**src/sv/itb_pkg.sv**
```systemverilog
`timescale 1ns / 1ps
// shared types, codes and microcode table of the interval timer bank
package itb_pkg;

	localparam int unsigned OPC_W   = 2;
	localparam int unsigned IDX_W   = 4;
	localparam int unsigned IVAL_W  = 32;
	localparam int unsigned ELAP_W  = 24;
	localparam int unsigned SCALE_W = 16;
	localparam int unsigned KIND_W  = 2;
	localparam int unsigned CRED_W  = 32;
	localparam int unsigned FRAC_W  = 8;
	localparam int unsigned PROD_W  = ELAP_W + SCALE_W;
	localparam int unsigned SCL_W   = PROD_W - FRAC_W;
	localparam int unsigned FCNT_W  = 5;

	// 1.0 in q8.8
	localparam logic [SCALE_W-1:0] SCALE_RESET = 16'd256;
	// at most this many fire transactions per tick
	localparam logic [FCNT_W-1:0]  MAX_FIRES   = 5'd16;

	localparam logic [OPC_W-1:0] OP_TICK   = 2'd0;
	localparam logic [OPC_W-1:0] OP_START  = 2'd1;
	localparam logic [OPC_W-1:0] OP_CANCEL = 2'd2;
	localparam logic [OPC_W-1:0] OP_RESET  = 2'd3;

	localparam logic [KIND_W-1:0] EV_FIRED       = 2'd0;
	localparam logic [KIND_W-1:0] EV_DONE        = 2'd1;
	localparam logic [KIND_W-1:0] EV_ALREADY     = 2'd2;
	localparam logic [KIND_W-1:0] EV_NOT_RUNNING = 2'd3;

	typedef enum logic [3:0] {
		UC_IDLE,
		UC_MUL,
		UC_SCALE,
		UC_READ,
		UC_ADD,
		UC_WB,
		UC_NEXT,
		UC_DONE,
		UC_OP
	} step_t;

	typedef enum logic [2:0] {
		CD_SEQ,
		CD_ALWAYS,
		CD_NO_ACCEPT,
		CD_NOT_TICK,
		CD_NOT_RUNNING,
		CD_MORE
	} cond_t;

	typedef struct packed {
		step_t nxt;
		cond_t cond;
		logic  in_ready;
		logic  ld_mul;
		logic  ld_scale;
		logic  rd_mem;
		logic  ld_sum;
		logic  wb;
		logic  idx_inc;
		logic  emit_done;
		logic  do_op;
	} ucw_t;

	typedef struct packed {
		logic accept;
		logic not_tick;
		logic not_running;
		logic more;
		logic stall;
	} dp_stat_t;

	function automatic ucw_t ucode_rom(step_t s);
		ucw_t w;
		w = '0;
		w.nxt = UC_IDLE;
		w.cond = CD_SEQ;
		unique case (s)
			UC_IDLE: begin
				w.in_ready = 1'b1;
				w.cond = CD_NO_ACCEPT;
				w.nxt = UC_IDLE;
			end
			UC_MUL: begin
				w.ld_mul = 1'b1;
				w.cond = CD_NOT_TICK;
				w.nxt = UC_OP;
			end
			UC_SCALE: begin
				w.ld_scale = 1'b1;
			end
			UC_READ: begin
				w.rd_mem = 1'b1;
				w.cond = CD_NOT_RUNNING;
				w.nxt = UC_NEXT;
			end
			UC_ADD: begin
				w.ld_sum = 1'b1;
			end
			UC_WB: begin
				w.wb = 1'b1;
			end
			UC_NEXT: begin
				w.idx_inc = 1'b1;
				w.cond = CD_MORE;
				w.nxt = UC_READ;
			end
			UC_DONE: begin
				w.emit_done = 1'b1;
				w.cond = CD_ALWAYS;
				w.nxt = UC_IDLE;
			end
			UC_OP: begin
				w.do_op = 1'b1;
				w.cond = CD_ALWAYS;
				w.nxt = UC_IDLE;
			end
			default: begin
				w.cond = CD_ALWAYS;
				w.nxt = UC_IDLE;
			end
		endcase
		return w;
	endfunction

endpackage

```
**src/sv/itb_ifs.sv**
```systemverilog
`timescale 1ns / 1ps
// command and event channel interfaces of the interval timer bank
interface itb_cmd_if;
	logic        valid;
	logic        ready;
	logic [1:0]  opcode;
	logic [3:0]  timer_index;
	logic [31:0] interval_value;
	logic        auto_repeat;
	logic [23:0] elapsed_time;

	modport source (
		output valid, opcode, timer_index, interval_value, auto_repeat, elapsed_time,
		input  ready
	);
	modport sink (
		input  valid, opcode, timer_index, interval_value, auto_repeat, elapsed_time,
		output ready
	);
endinterface

interface itb_evt_if;
	logic        valid;
	logic        ready;
	logic [1:0]  event_kind;
	logic [3:0]  fired_index;
	logic [31:0] credited_time;
	logic        last_of_run;

	modport source (
		output valid, event_kind, fired_index, credited_time, last_of_run,
		input  ready
	);
	modport sink (
		input  valid, event_kind, fired_index, credited_time, last_of_run,
		output ready
	);
endinterface

```
**src/sv/itb_sequencer.sv**
```systemverilog
`timescale 1ns / 1ps
// microcode step counter with conditional jumps
module itb_sequencer (
	input  logic               clk,
	input  logic               arst_n,
	input  itb_pkg::dp_stat_t  st,
	output itb_pkg::ucw_t      cw
);

	itb_pkg::step_t upc_q;
	itb_pkg::step_t upc_d;
	itb_pkg::step_t upc_inc;

	// control word lookup
	always_comb begin
		cw = itb_pkg::ucode_rom(upc_q);
	end

	always_comb begin
		upc_inc = itb_pkg::step_t'(upc_q + 4'd1);
		upc_d = upc_q;
		if (!st.stall) begin
			unique case (cw.cond)
				itb_pkg::CD_SEQ:         upc_d = upc_inc;
				itb_pkg::CD_ALWAYS:      upc_d = cw.nxt;
				itb_pkg::CD_NO_ACCEPT:   upc_d = st.accept ? upc_inc : cw.nxt;
				itb_pkg::CD_NOT_TICK:    upc_d = st.not_tick ? cw.nxt : upc_inc;
				itb_pkg::CD_NOT_RUNNING: upc_d = st.not_running ? cw.nxt : upc_inc;
				itb_pkg::CD_MORE:        upc_d = st.more ? cw.nxt : upc_inc;
				default:                 upc_d = itb_pkg::UC_IDLE;
			endcase
		end
	end

	always_ff @(posedge clk or negedge arst_n) begin
		if (!arst_n) begin
			upc_q <= itb_pkg::UC_IDLE;
		end else begin
			upc_q <= upc_d;
		end
	end

endmodule

```
**src/sv/itb_datapath.sv**
```systemverilog
`timescale 1ns / 1ps
// timer state, scaling multiplier, accumulate datapath and event register
module itb_datapath #(
	parameter int unsigned NUM_TIMERS = 16,
	parameter int unsigned TIME_WIDTH = 32
) (
	input  logic                                clk,
	input  logic                                arst_n,
	input  logic                                cfg_we,
	input  logic [itb_pkg::SCALE_W-1:0]         cfg_wdata,
	itb_cmd_if.sink                             cmd,
	itb_evt_if.source                           evt,
	input  itb_pkg::ucw_t                       cw,
	output itb_pkg::dp_stat_t                   st
);

	localparam int unsigned IW = (NUM_TIMERS > 1) ? $clog2(NUM_TIMERS) : 1;
	localparam int unsigned TW = TIME_WIDTH;
	localparam int unsigned XW = IW + itb_pkg::IDX_W;
	localparam logic [IW-1:0] LAST_IDX = IW'(NUM_TIMERS - 1);
	localparam logic [XW-1:0] NUM_X = XW'(NUM_TIMERS);

	// configuration and captured command
	logic [itb_pkg::SCALE_W-1:0] scale_q;
	logic [itb_pkg::OPC_W-1:0]   op_q;
	logic [itb_pkg::IDX_W-1:0]   ti_q;
	logic [itb_pkg::IVAL_W-1:0]  ival_q;
	logic                        rep_q;
	logic [itb_pkg::ELAP_W-1:0]  el_q;

	// tick datapath
	logic [itb_pkg::PROD_W-1:0]  prod_q;
	logic [TW-1:0]               scaled_q;
	logic [IW-1:0]               idx_q;
	logic [itb_pkg::FCNT_W-1:0]  fcnt_q;
	logic [TW-1:0]               rd_acc_q;
	logic [TW-1:0]               rd_iv_q;
	logic                        rd_vld_q;
	logic [TW-1:0]               sum_q;
	logic                        fire_q;

	// per-timer state
	logic [NUM_TIMERS-1:0]       running_q;
	logic [NUM_TIMERS-1:0]       repeat_q;
	logic [NUM_TIMERS-1:0]       acc_vld_q;
	logic [TW-1:0]               acc_mem [NUM_TIMERS];
	logic [TW-1:0]               ival_mem [NUM_TIMERS];

	// event register
	logic                        out_vld_q;
	logic [itb_pkg::KIND_W-1:0]  kind_q;
	logic [itb_pkg::IDX_W-1:0]   oidx_q;
	logic [itb_pkg::CRED_W-1:0]  cred_q;
	logic                        last_q;

	logic                        accept;
	logic                        out_free;
	logic                        emit_fire;
	logic                        emit_req;
	logic                        stall;
	logic                        go;
	logic [XW-1:0]               ti_ext;
	logic [IW-1:0]               ti_idx;
	logic                        oor;
	logic [itb_pkg::SCL_W-1:0]   scl;
	logic [TW+itb_pkg::SCL_W-1:0] scl_ext;
	logic [TW-1:0]               scaled_d;
	logic [TW+itb_pkg::IVAL_W-1:0] iv_ext;
	logic [TW-1:0]               iv_trunc;
	logic [TW-1:0]               acc_cur;
	logic [TW:0]                 sum_w;
	logic [TW-1:0]               sum_d;
	logic [TW-1:0]               acc_wb;
	logic [TW-1:0]               credit_t;
	logic [TW+itb_pkg::CRED_W-1:0] cr_ext;
	logic [XW-1:0]               ix_ext;
	logic [itb_pkg::KIND_W-1:0]  op_kind;
	logic                        op_set_run;
	logic                        op_clr_run;
	logic                        op_clr_acc;
	logic [itb_pkg::KIND_W-1:0]  kind_d;
	logic [itb_pkg::IDX_W-1:0]   oidx_d;
	logic [itb_pkg::CRED_W-1:0]  cred_d;
	logic                        last_d;

	assign accept    = cmd.valid & cw.in_ready;
	assign cmd.ready = cw.in_ready;
	assign out_free  = ~out_vld_q | evt.ready;
	assign emit_fire = cw.wb & fire_q & (fcnt_q != itb_pkg::MAX_FIRES);
	assign emit_req  = emit_fire | cw.emit_done | cw.do_op;
	assign stall     = emit_req & ~out_free;
	assign go        = ~stall;

	assign ti_ext = {{IW{1'b0}}, ti_q};
	assign ti_idx = ti_ext[IW-1:0];
	assign oor    = ti_ext >= NUM_X;

	// q8.8 product drops its fraction, then saturates to the timer width
	assign scl      = prod_q[itb_pkg::PROD_W-1:itb_pkg::FRAC_W];
	assign scl_ext  = {{TW{1'b0}}, scl};
	assign scaled_d = (|scl_ext[TW+itb_pkg::SCL_W-1:TW]) ? {TW{1'b1}} : scl_ext[TW-1:0];

	assign iv_ext   = {{TW{1'b0}}, ival_q};
	assign iv_trunc = iv_ext[TW-1:0];

	// never written accumulators read as zero
	assign acc_cur = rd_vld_q ? rd_acc_q : '0;
	assign sum_w   = {1'b0, acc_cur} + {1'b0, scaled_q};
	assign sum_d   = sum_w[TW] ? {TW{1'b1}} : sum_w[TW-1:0];

	assign acc_wb   = (fire_q & repeat_q[idx_q]) ? (sum_q - rd_iv_q) : sum_q;
	assign credit_t = (rd_iv_q == '0) ? scaled_q : rd_iv_q;
	assign cr_ext   = {{itb_pkg::CRED_W{1'b0}}, credit_t};
	assign ix_ext   = {{itb_pkg::IDX_W{1'b0}}, idx_q};

	assign st.accept      = accept;
	assign st.not_tick    = op_q != itb_pkg::OP_TICK;
	assign st.not_running = ~running_q[idx_q];
	assign st.more        = idx_q != LAST_IDX;
	assign st.stall       = stall;

	// start, cancel and reset decode
	always_comb begin
		op_kind    = itb_pkg::EV_DONE;
		op_set_run = 1'b0;
		op_clr_run = 1'b0;
		op_clr_acc = 1'b0;
		if (oor) begin
			op_kind = itb_pkg::EV_NOT_RUNNING;
		end else begin
			unique case (op_q)
				itb_pkg::OP_START: begin
					if (running_q[ti_idx]) begin
						op_kind = itb_pkg::EV_ALREADY;
					end else begin
						op_set_run = 1'b1;
					end
				end
				itb_pkg::OP_CANCEL: begin
					if (!running_q[ti_idx]) begin
						op_kind = itb_pkg::EV_NOT_RUNNING;
					end else begin
						op_clr_run = 1'b1;
					end
				end
				itb_pkg::OP_RESET: begin
					op_clr_run = 1'b1;
					op_clr_acc = 1'b1;
				end
				itb_pkg::OP_TICK: begin
					op_kind = itb_pkg::EV_DONE;
				end
				default: begin
					op_kind = itb_pkg::EV_DONE;
				end
			endcase
		end
	end

	always_comb begin
		kind_d = itb_pkg::EV_DONE;
		oidx_d = '0;
		cred_d = '0;
		last_d = 1'b1;
		priority if (emit_fire) begin
			kind_d = itb_pkg::EV_FIRED;
			oidx_d = ix_ext[itb_pkg::IDX_W-1:0];
			cred_d = cr_ext[itb_pkg::CRED_W-1:0];
			last_d = 1'b0;
		end else if (cw.do_op) begin
			kind_d = op_kind;
			oidx_d = ti_q;
		end else begin
			kind_d = itb_pkg::EV_DONE;
		end
	end

	always_ff @(posedge clk or negedge arst_n) begin
		if (!arst_n) begin
			scale_q   <= itb_pkg::SCALE_RESET;
			running_q <= '0;
			repeat_q  <= '0;
			acc_vld_q <= '0;
			out_vld_q <= 1'b0;
			idx_q     <= '0;
			fcnt_q    <= '0;
		end else begin
			if (cfg_we) begin
				scale_q <= cfg_wdata;
			end
			if (cw.ld_mul) begin
				idx_q  <= '0;
				fcnt_q <= '0;
			end
			if (cw.idx_inc && go && st.more) begin
				idx_q <= idx_q + 1'b1;
			end
			if (emit_fire && go) begin
				fcnt_q <= fcnt_q + 1'b1;
			end
			if (cw.wb && go) begin
				acc_vld_q[idx_q] <= 1'b1;
				if (fire_q && !repeat_q[idx_q]) begin
					running_q[idx_q] <= 1'b0;
				end
			end
			if (cw.do_op && go) begin
				if (op_set_run) begin
					running_q[ti_idx] <= 1'b1;
					repeat_q[ti_idx]  <= rep_q;
				end
				if (op_clr_run) begin
					running_q[ti_idx] <= 1'b0;
				end
				if (op_clr_acc) begin
					acc_vld_q[ti_idx] <= 1'b0;
				end
			end
			if (out_vld_q && evt.ready) begin
				out_vld_q <= 1'b0;
			end
			if (emit_req && go) begin
				out_vld_q <= 1'b1;
			end
		end
	end

	always_ff @(posedge clk) begin
		if (accept) begin
			op_q   <= cmd.opcode;
			ti_q   <= cmd.timer_index;
			ival_q <= cmd.interval_value;
			rep_q  <= cmd.auto_repeat;
			el_q   <= cmd.elapsed_time;
		end
		if (cw.ld_mul) begin
			prod_q <= itb_pkg::PROD_W'(el_q) * itb_pkg::PROD_W'(scale_q);
		end
		if (cw.ld_scale) begin
			scaled_q <= scaled_d;
		end
		if (cw.rd_mem) begin
			rd_acc_q <= acc_mem[idx_q];
			rd_iv_q  <= ival_mem[idx_q];
			rd_vld_q <= acc_vld_q[idx_q];
		end
		if (cw.ld_sum) begin
			sum_q  <= sum_d;
			fire_q <= sum_d >= rd_iv_q;
		end
		if (cw.wb && go) begin
			acc_mem[idx_q] <= acc_wb;
		end
		if (cw.do_op && go && op_set_run) begin
			ival_mem[ti_idx] <= iv_trunc;
		end
		if (emit_req && go) begin
			kind_q <= kind_d;
			oidx_q <= oidx_d;
			cred_q <= cred_d;
			last_q <= last_d;
		end
	end

	assign evt.valid         = out_vld_q;
	assign evt.event_kind    = kind_q;
	assign evt.fired_index   = oidx_q;
	assign evt.credited_time = cred_q;
	assign evt.last_of_run   = last_q;

endmodule

```
**src/sv/interval_timer_bank_core.sv**
```systemverilog
`timescale 1ns / 1ps
// top level of the interval timer bank: microcode sequencer and timer datapath
//
//   channel   direction  handshake            payload
//   cmd       in         cmd.valid/cmd.ready  opcode, timer_index, interval_value,
//                                             auto_repeat, elapsed_time
//   evt       out        evt.valid/evt.ready  event_kind, fired_index,
//                                             credited_time, last_of_run
//   cfg       in         cfg_we               cfg_wdata (time_scale, q8.8)
//
// start, cancel and reset pass the multiply step, then load the event register in the op step.
// a tick steps through multiply and scale, then read and next per stopped timer, or read, add,
// write-back and next per running timer on the one accumulator memory port, and ends in done.
// a full event register stalls the sequencer on the step that emits.
// reset takes effect at once: valid bits stand for the zeroed accumulators.
module interval_timer_bank_core #(
	parameter int unsigned NUM_TIMERS = 16,
	parameter int unsigned TIME_WIDTH = 32
) (
	input  logic                        clk,
	input  logic                        arst_n,
	input  logic                        cfg_we,
	input  logic [itb_pkg::SCALE_W-1:0] cfg_wdata,
	itb_cmd_if.sink                     cmd,
	itb_evt_if.source                   evt
);

	itb_pkg::ucw_t     cw;
	itb_pkg::dp_stat_t st;

	itb_sequencer u_seq (
		.clk    (clk),
		.arst_n (arst_n),
		.st     (st),
		.cw     (cw)
	);

	itb_datapath #(
		.NUM_TIMERS (NUM_TIMERS),
		.TIME_WIDTH (TIME_WIDTH)
	) u_dp (
		.clk       (clk),
		.arst_n    (arst_n),
		.cfg_we    (cfg_we),
		.cfg_wdata (cfg_wdata),
		.cmd       (cmd),
		.evt       (evt),
		.cw        (cw),
		.st        (st)
	);

endmodule

```
**src/flat_wrapper.sv**
```systemverilog
// flat-port wrapper written by rule: the top's interface ports become plain ports
module interval_timer_bank_core_flat 
#(
	parameter int unsigned NUM_TIMERS = 16,
	parameter int unsigned TIME_WIDTH = 32
)
  (clk, arst_n, cfg_we, cfg_wdata, cmd_valid, cmd_opcode, cmd_timer_index, cmd_interval_value, cmd_auto_repeat, cmd_elapsed_time, cmd_ready, evt_valid, evt_event_kind, evt_fired_index, evt_credited_time, evt_last_of_run, evt_ready);
  itb_cmd_if cmd_i ();
  itb_evt_if evt_i ();
  input  logic clk;
  input  logic arst_n;
  input  logic cfg_we;
  input  logic [itb_pkg::SCALE_W-1:0] cfg_wdata;
  input wire logic [$bits(cmd_i.valid)-1:0] cmd_valid;
  input wire logic [$bits(cmd_i.opcode)-1:0] cmd_opcode;
  input wire logic [$bits(cmd_i.timer_index)-1:0] cmd_timer_index;
  input wire logic [$bits(cmd_i.interval_value)-1:0] cmd_interval_value;
  input wire logic [$bits(cmd_i.auto_repeat)-1:0] cmd_auto_repeat;
  input wire logic [$bits(cmd_i.elapsed_time)-1:0] cmd_elapsed_time;
  output wire logic [$bits(cmd_i.ready)-1:0] cmd_ready;
  output wire logic [$bits(evt_i.valid)-1:0] evt_valid;
  output wire logic [$bits(evt_i.event_kind)-1:0] evt_event_kind;
  output wire logic [$bits(evt_i.fired_index)-1:0] evt_fired_index;
  output wire logic [$bits(evt_i.credited_time)-1:0] evt_credited_time;
  output wire logic [$bits(evt_i.last_of_run)-1:0] evt_last_of_run;
  input wire logic [$bits(evt_i.ready)-1:0] evt_ready;
  assign cmd_i.valid = cmd_valid;
  assign cmd_i.opcode = cmd_opcode;
  assign cmd_i.timer_index = cmd_timer_index;
  assign cmd_i.interval_value = cmd_interval_value;
  assign cmd_i.auto_repeat = cmd_auto_repeat;
  assign cmd_i.elapsed_time = cmd_elapsed_time;
  assign cmd_ready = cmd_i.ready;
  assign evt_valid = evt_i.valid;
  assign evt_event_kind = evt_i.event_kind;
  assign evt_fired_index = evt_i.fired_index;
  assign evt_credited_time = evt_i.credited_time;
  assign evt_last_of_run = evt_i.last_of_run;
  assign evt_i.ready = evt_ready;
  interval_timer_bank_core #(.NUM_TIMERS(NUM_TIMERS), .TIME_WIDTH(TIME_WIDTH)) u_core (.clk(clk), .arst_n(arst_n), .cfg_we(cfg_we), .cfg_wdata(cfg_wdata), .cmd(cmd_i), .evt(evt_i));
endmodule
```
**config.mk**
```make
export PLATFORM = sky130hd
export DESIGN_NAME = interval_timer_bank_core_flat
export DESIGN_NICKNAME = d
export VERILOG_FILES = /design/src/sv/itb_pkg.sv /design/src/sv/itb_ifs.sv /design/src/sv/itb_sequencer.sv /design/src/sv/itb_datapath.sv /design/src/sv/interval_timer_bank_core.sv /design/src/flat_wrapper.sv
export SDC_FILE = /design/constraint.sdc
export NUM_CORES = 2
export LEC_CHECK = 0
export BUFFER_PORTS_ARGS = -buffer_cell sky130_fd_sc_hd__buf_2
export CORE_MARGIN = 1.5
export CORE_UTILIZATION = 30
export CTS_CLUSTER_DIAMETER = 60
export DETAILED_ROUTE_END_ITERATION = 12
export PLACE_DENSITY = 0.42
export SYNTH_ARGS = -nofsm -noshare
export SYNTH_HDL_FRONTEND = slang
export SYNTH_SLANG_ARGS = --single-unit
```
**constraint.sdc**
```tcl
create_clock -name clk -period 7.6 [get_ports clk]
set_input_delay 1.52 -clock clk [delete_from_list [all_inputs] [get_ports clk]]
set_output_delay 1.52 -clock clk [all_outputs]
set_load 0.005 [all_outputs]
```
==> impl_metrics.toml <==
[clock_network]
htree_levels = 4
post_cts_resized = 0
clockBufferDepth = 3
clkTransAtPathRegs_ns = 0.06
cts_setup_buffers = 0
cts_hold_buf = 0
cts_tree = "yes"
cts.sinks = 1366
clock-root-buffer = "clkbuf_16"
cts_made_buffers = 161
clock_latency_ns = 0.81

[worst_setup_path]
arrival_ns = 7.62
cp_slowest_cell = "dfrtp_1"
cp_data_required_time_ns = 8.15
startpoint_type = "flip-flop"
path_max_fanout = 25
critPathCaptureType = "flip-flop"
worst-path-stages = 20
reg2regPathDepth = 20
path_delay_family = "adder cells"
path_cells = "and2_1 > fa_1 > inv_1 > fa_1 > fa_1 > inv_1 > fa_1 > fa_1 > inv_1 > fa_1 > inv_1 > ha_1 > nand3_1 > a211oi_2 > a21oi_2 > o41ai_2 > a21oi_1 > o21ai_1 > a31oi_1 > xnor2_1"
worst_path_most_repeated_cell = "fa_1"
crit_path_max_incr_delay_ns = 0.99
criticalPathCategory = "reg -> reg"
critPathBufInv = 4

[synthesis]
synthMostInstantiatedCell = "edfxtp_1"
yosysUniqueCellTypes = 77
async_flop_share_pct = 5.710
syn_nets = 4851
yosysTopAreaCell = "edfxtp_1"
syn_area_um2 = 67410
syn_area_per_cell_um2 = 15.89
ys_ff_latch = 1366
synth_warnings = 0
synth_top_cell_area_share_pct = 57.37
ys_seq_area_share_pct = 60.27
synth-main-ff-cell = "edfxtp_1"
syn_inst = 4242
synth-edff-count = 1288
yosys-top-cells-count = "edfxtp_1 (1,288), inv_1 (418), nand2_1 (374)"
synthTopCellsByArea = "edfxtp_1 (57%), mux4_2 (11%), fa_1 (9.1%), ha_1 (4.0%), dfrtp_1 (2.9%)"

[detailed_routing]
drt_iter0_drc = 2847
routed_via_density = 4.830
drc = 0
dr_total_vias = 36550
wl_per_cell_um = 25.59
wl_um = 193600
postRouteAntennaNets = 0
first_pass_iters = 5

[sta]
finClkSkew_ns = 0.04480
worst_pin_slew_ns = 1.278
grt_setup_unrepaired = "false"
max_slew_margin_pct = 14.24
finalSetupViolCount = 0
period_share_pct = 92.96
setup_tns_ns = 0
period_needed_ns = 7.065
final_hold_viol_count = 0
slew_violations = 0
max_freq_ghz = 0.1415

[global_routing]
grt_pass1_wl_um = 281900
antenna_found_initial = 13
grt_max_degree = 138
overflow = 0
first_global_vias = 38755
grtUsageTotal_pct = 17.07

[floorplanning]
start_util_pct = 30.27
row_count = 173
die-area_um2 = 227600
ios = 125
fp.dieH_um = 477.0
core-area_um2 = 222700
dieWidth_um = 477.0

[run]
maxCapViolCount = 0

[placement]
port_buffers = 124
gp_congestion = 0.8331
dpl.hpwl_um = 123800

[status]
status = "finished, final reports clean"

[min_path]
worstHoldPathType = "reg -> reg"
min_path_cells = 0

[final_layout]
fillers = 21381
area_delta_synth_final_pct = 14.30
finalNetCount = 5069
drive_above_1_share_pct = 18.69
metrics by stage:
step	utilization, %	instances	instance area (um2)	setup WS (ns)	hold slack [ns]
finish	34.60	7567	77060	0.5348	0.4006
global route	34.59	7565	77050	0.1434	0.4178
detailed placement	32.34	7272	72030	0.5029	0.4045
floorplan	-	4242	67410	1.443	0.4003
global placement	32.34	7272	72030	0.5537	0.4018
CTS	34.59	7565	77050	0.5046	0.3915
path summary, 6_finish.rpt:
path | from | to | slack, ns
hold reg to reg | u_core.u_dp.prod_q[17] | u_core.u_dp.scaled_q[9] | 0.40
max in group asynchronous | arst_n | u_core.u_dp.idx_q[1] | 5.67
min in group asynchronous | arst_n | u_core.u_dp.scale_q[12] | 0.63
setup reg to reg | u_core.u_dp.scale_q[5] | u_core.u_dp.prod_q[35] | 0.53
hold / removal | u_core.u_dp.prod_q[17] | u_core.u_dp.scaled_q[9] | 0.40
setup / recovery | u_core.u_dp.scale_q[5] | u_core.u_dp.prod_q[35] | 0.53
per-layer routing:
layer | GRT usage, % | routed length, um | up-vias
li1 | - | - | 16109
met1 | 23.61 | 86110 | 19482
met2 | 28.51 | 95860 | 764
met3 | 2.407 | 8510 | 191
met4 | 3.519 | 3116 | 4
met5 | 0 | 27 | -
sequential cells by signal, summed over array words and instances (netlist names), 2 cells and up:
register                       flops
u_core.u_dp.idx_q                  4
u_core.u_dp.evt.fired_index        4
u_core.u_dp.scaled_q              32
u_core.u_dp.op_q                   2
u_core.u_dp.repeat_q              16
u_core.u_dp.scale_q               16
u_core.u_dp.iv_trunc              32
u_core.u_dp.evt.credited_time     32
u_core.u_dp.ti_idx                 4
u_core.u_dp.acc_mem              512
u_core.u_dp.prod_q                32
u_core.u_dp.acc_vld_q             16
u_core.u_dp.fcnt_q                 5
u_core.u_dp.el_q                  24
u_core.u_dp.evt.event_kind         2
u_core.u_dp.running_q             16
u_core.u_dp.rd_iv_q               32
u_core.u_dp.rd_acc_q              32
u_core.u_dp.sum_q                 32
u_core.u_seq.upc_q                 4
u_core.u_dp.ival_mem             512
cell families (layout without fill, tap and decap cells):
group,Yosys count,in the layout,share of synthesized area [%]
flops,1366,1366,60.27
simple gates,882,882,6.487
buf+inv,596,944,3.363
fa+ha+maj,525,525,13.16
compound gates,429,429,3.885
mux,374,374,11.92
xor+xnor,70,70,0.9094
other cells,0,2,0
layout make-up:
cell class                 count  area, um2  area share, %
clock inverter                78      770.7          1.000
sequential                  1366      40650          52.75
clock buffer                 215       4253          5.519
antenna                        2      5.005       0.006495
tap                         2975       3722          4.831
inverter                     420       1578          2.048
multi-input combinational   2280      24610          31.93
timing repair buffer         231       1476          1.916
cells in the final DEF, fill, tap and decap left out, drive strengths merged, types with 4 or more instances in the layout:
cell,netlist,final
xor2,29,29
fa,307,307
clkbuf,130,215
o21bai,9,9
o21ai,104,104
and3,18,18
a211oi,10,10
a21o,46,46
nor2,126,126
inv,419,435
o2111ai,4,4
nand2,374,374
o211ai,9,9
a21oi,164,164
a2bb2oi,9,9
or3,6,6
a221oi,4,4
nand3,31,31
xnor2,41,41
a31oi,14,14
bufinv,0,4
nor2b,19,19
clkinv,1,57
dfrtp,77,77
edfxtp,1288,1288
nor4,12,12
ha,218,218
nor3b,4,4
nand2b,26,26
nand4,19,19
o31ai,7,7
mux4,340,340
mux2,32,32
buf,46,231
and2,196,196
nor3,39,39
o21a,18,18
worst reg2reg max path: stages (launching register included):
cell	delay [ns]
dfrtp_1	0.99
and2_1	0.28
fa_1	0.42
inv_1	0.08
fa_1	0.43
fa_1	0.54
inv_1	0.06
fa_1	0.49
fa_1	0.49
inv_1	0.05
fa_1	0.47
inv_1	0.04
ha_1	0.33
nand3_1	0.11
a211oi_2	0.38
a21oi_2	0.17
o41ai_2	0.74
a21oi_1	0.24
o21ai_1	0.24
a31oi_1	0.13
xnor2_1	0.14
Power is left out: the tool's default activity adds up to more than one toggle a clock period on the data nets, which glitch-free logic cannot reach.
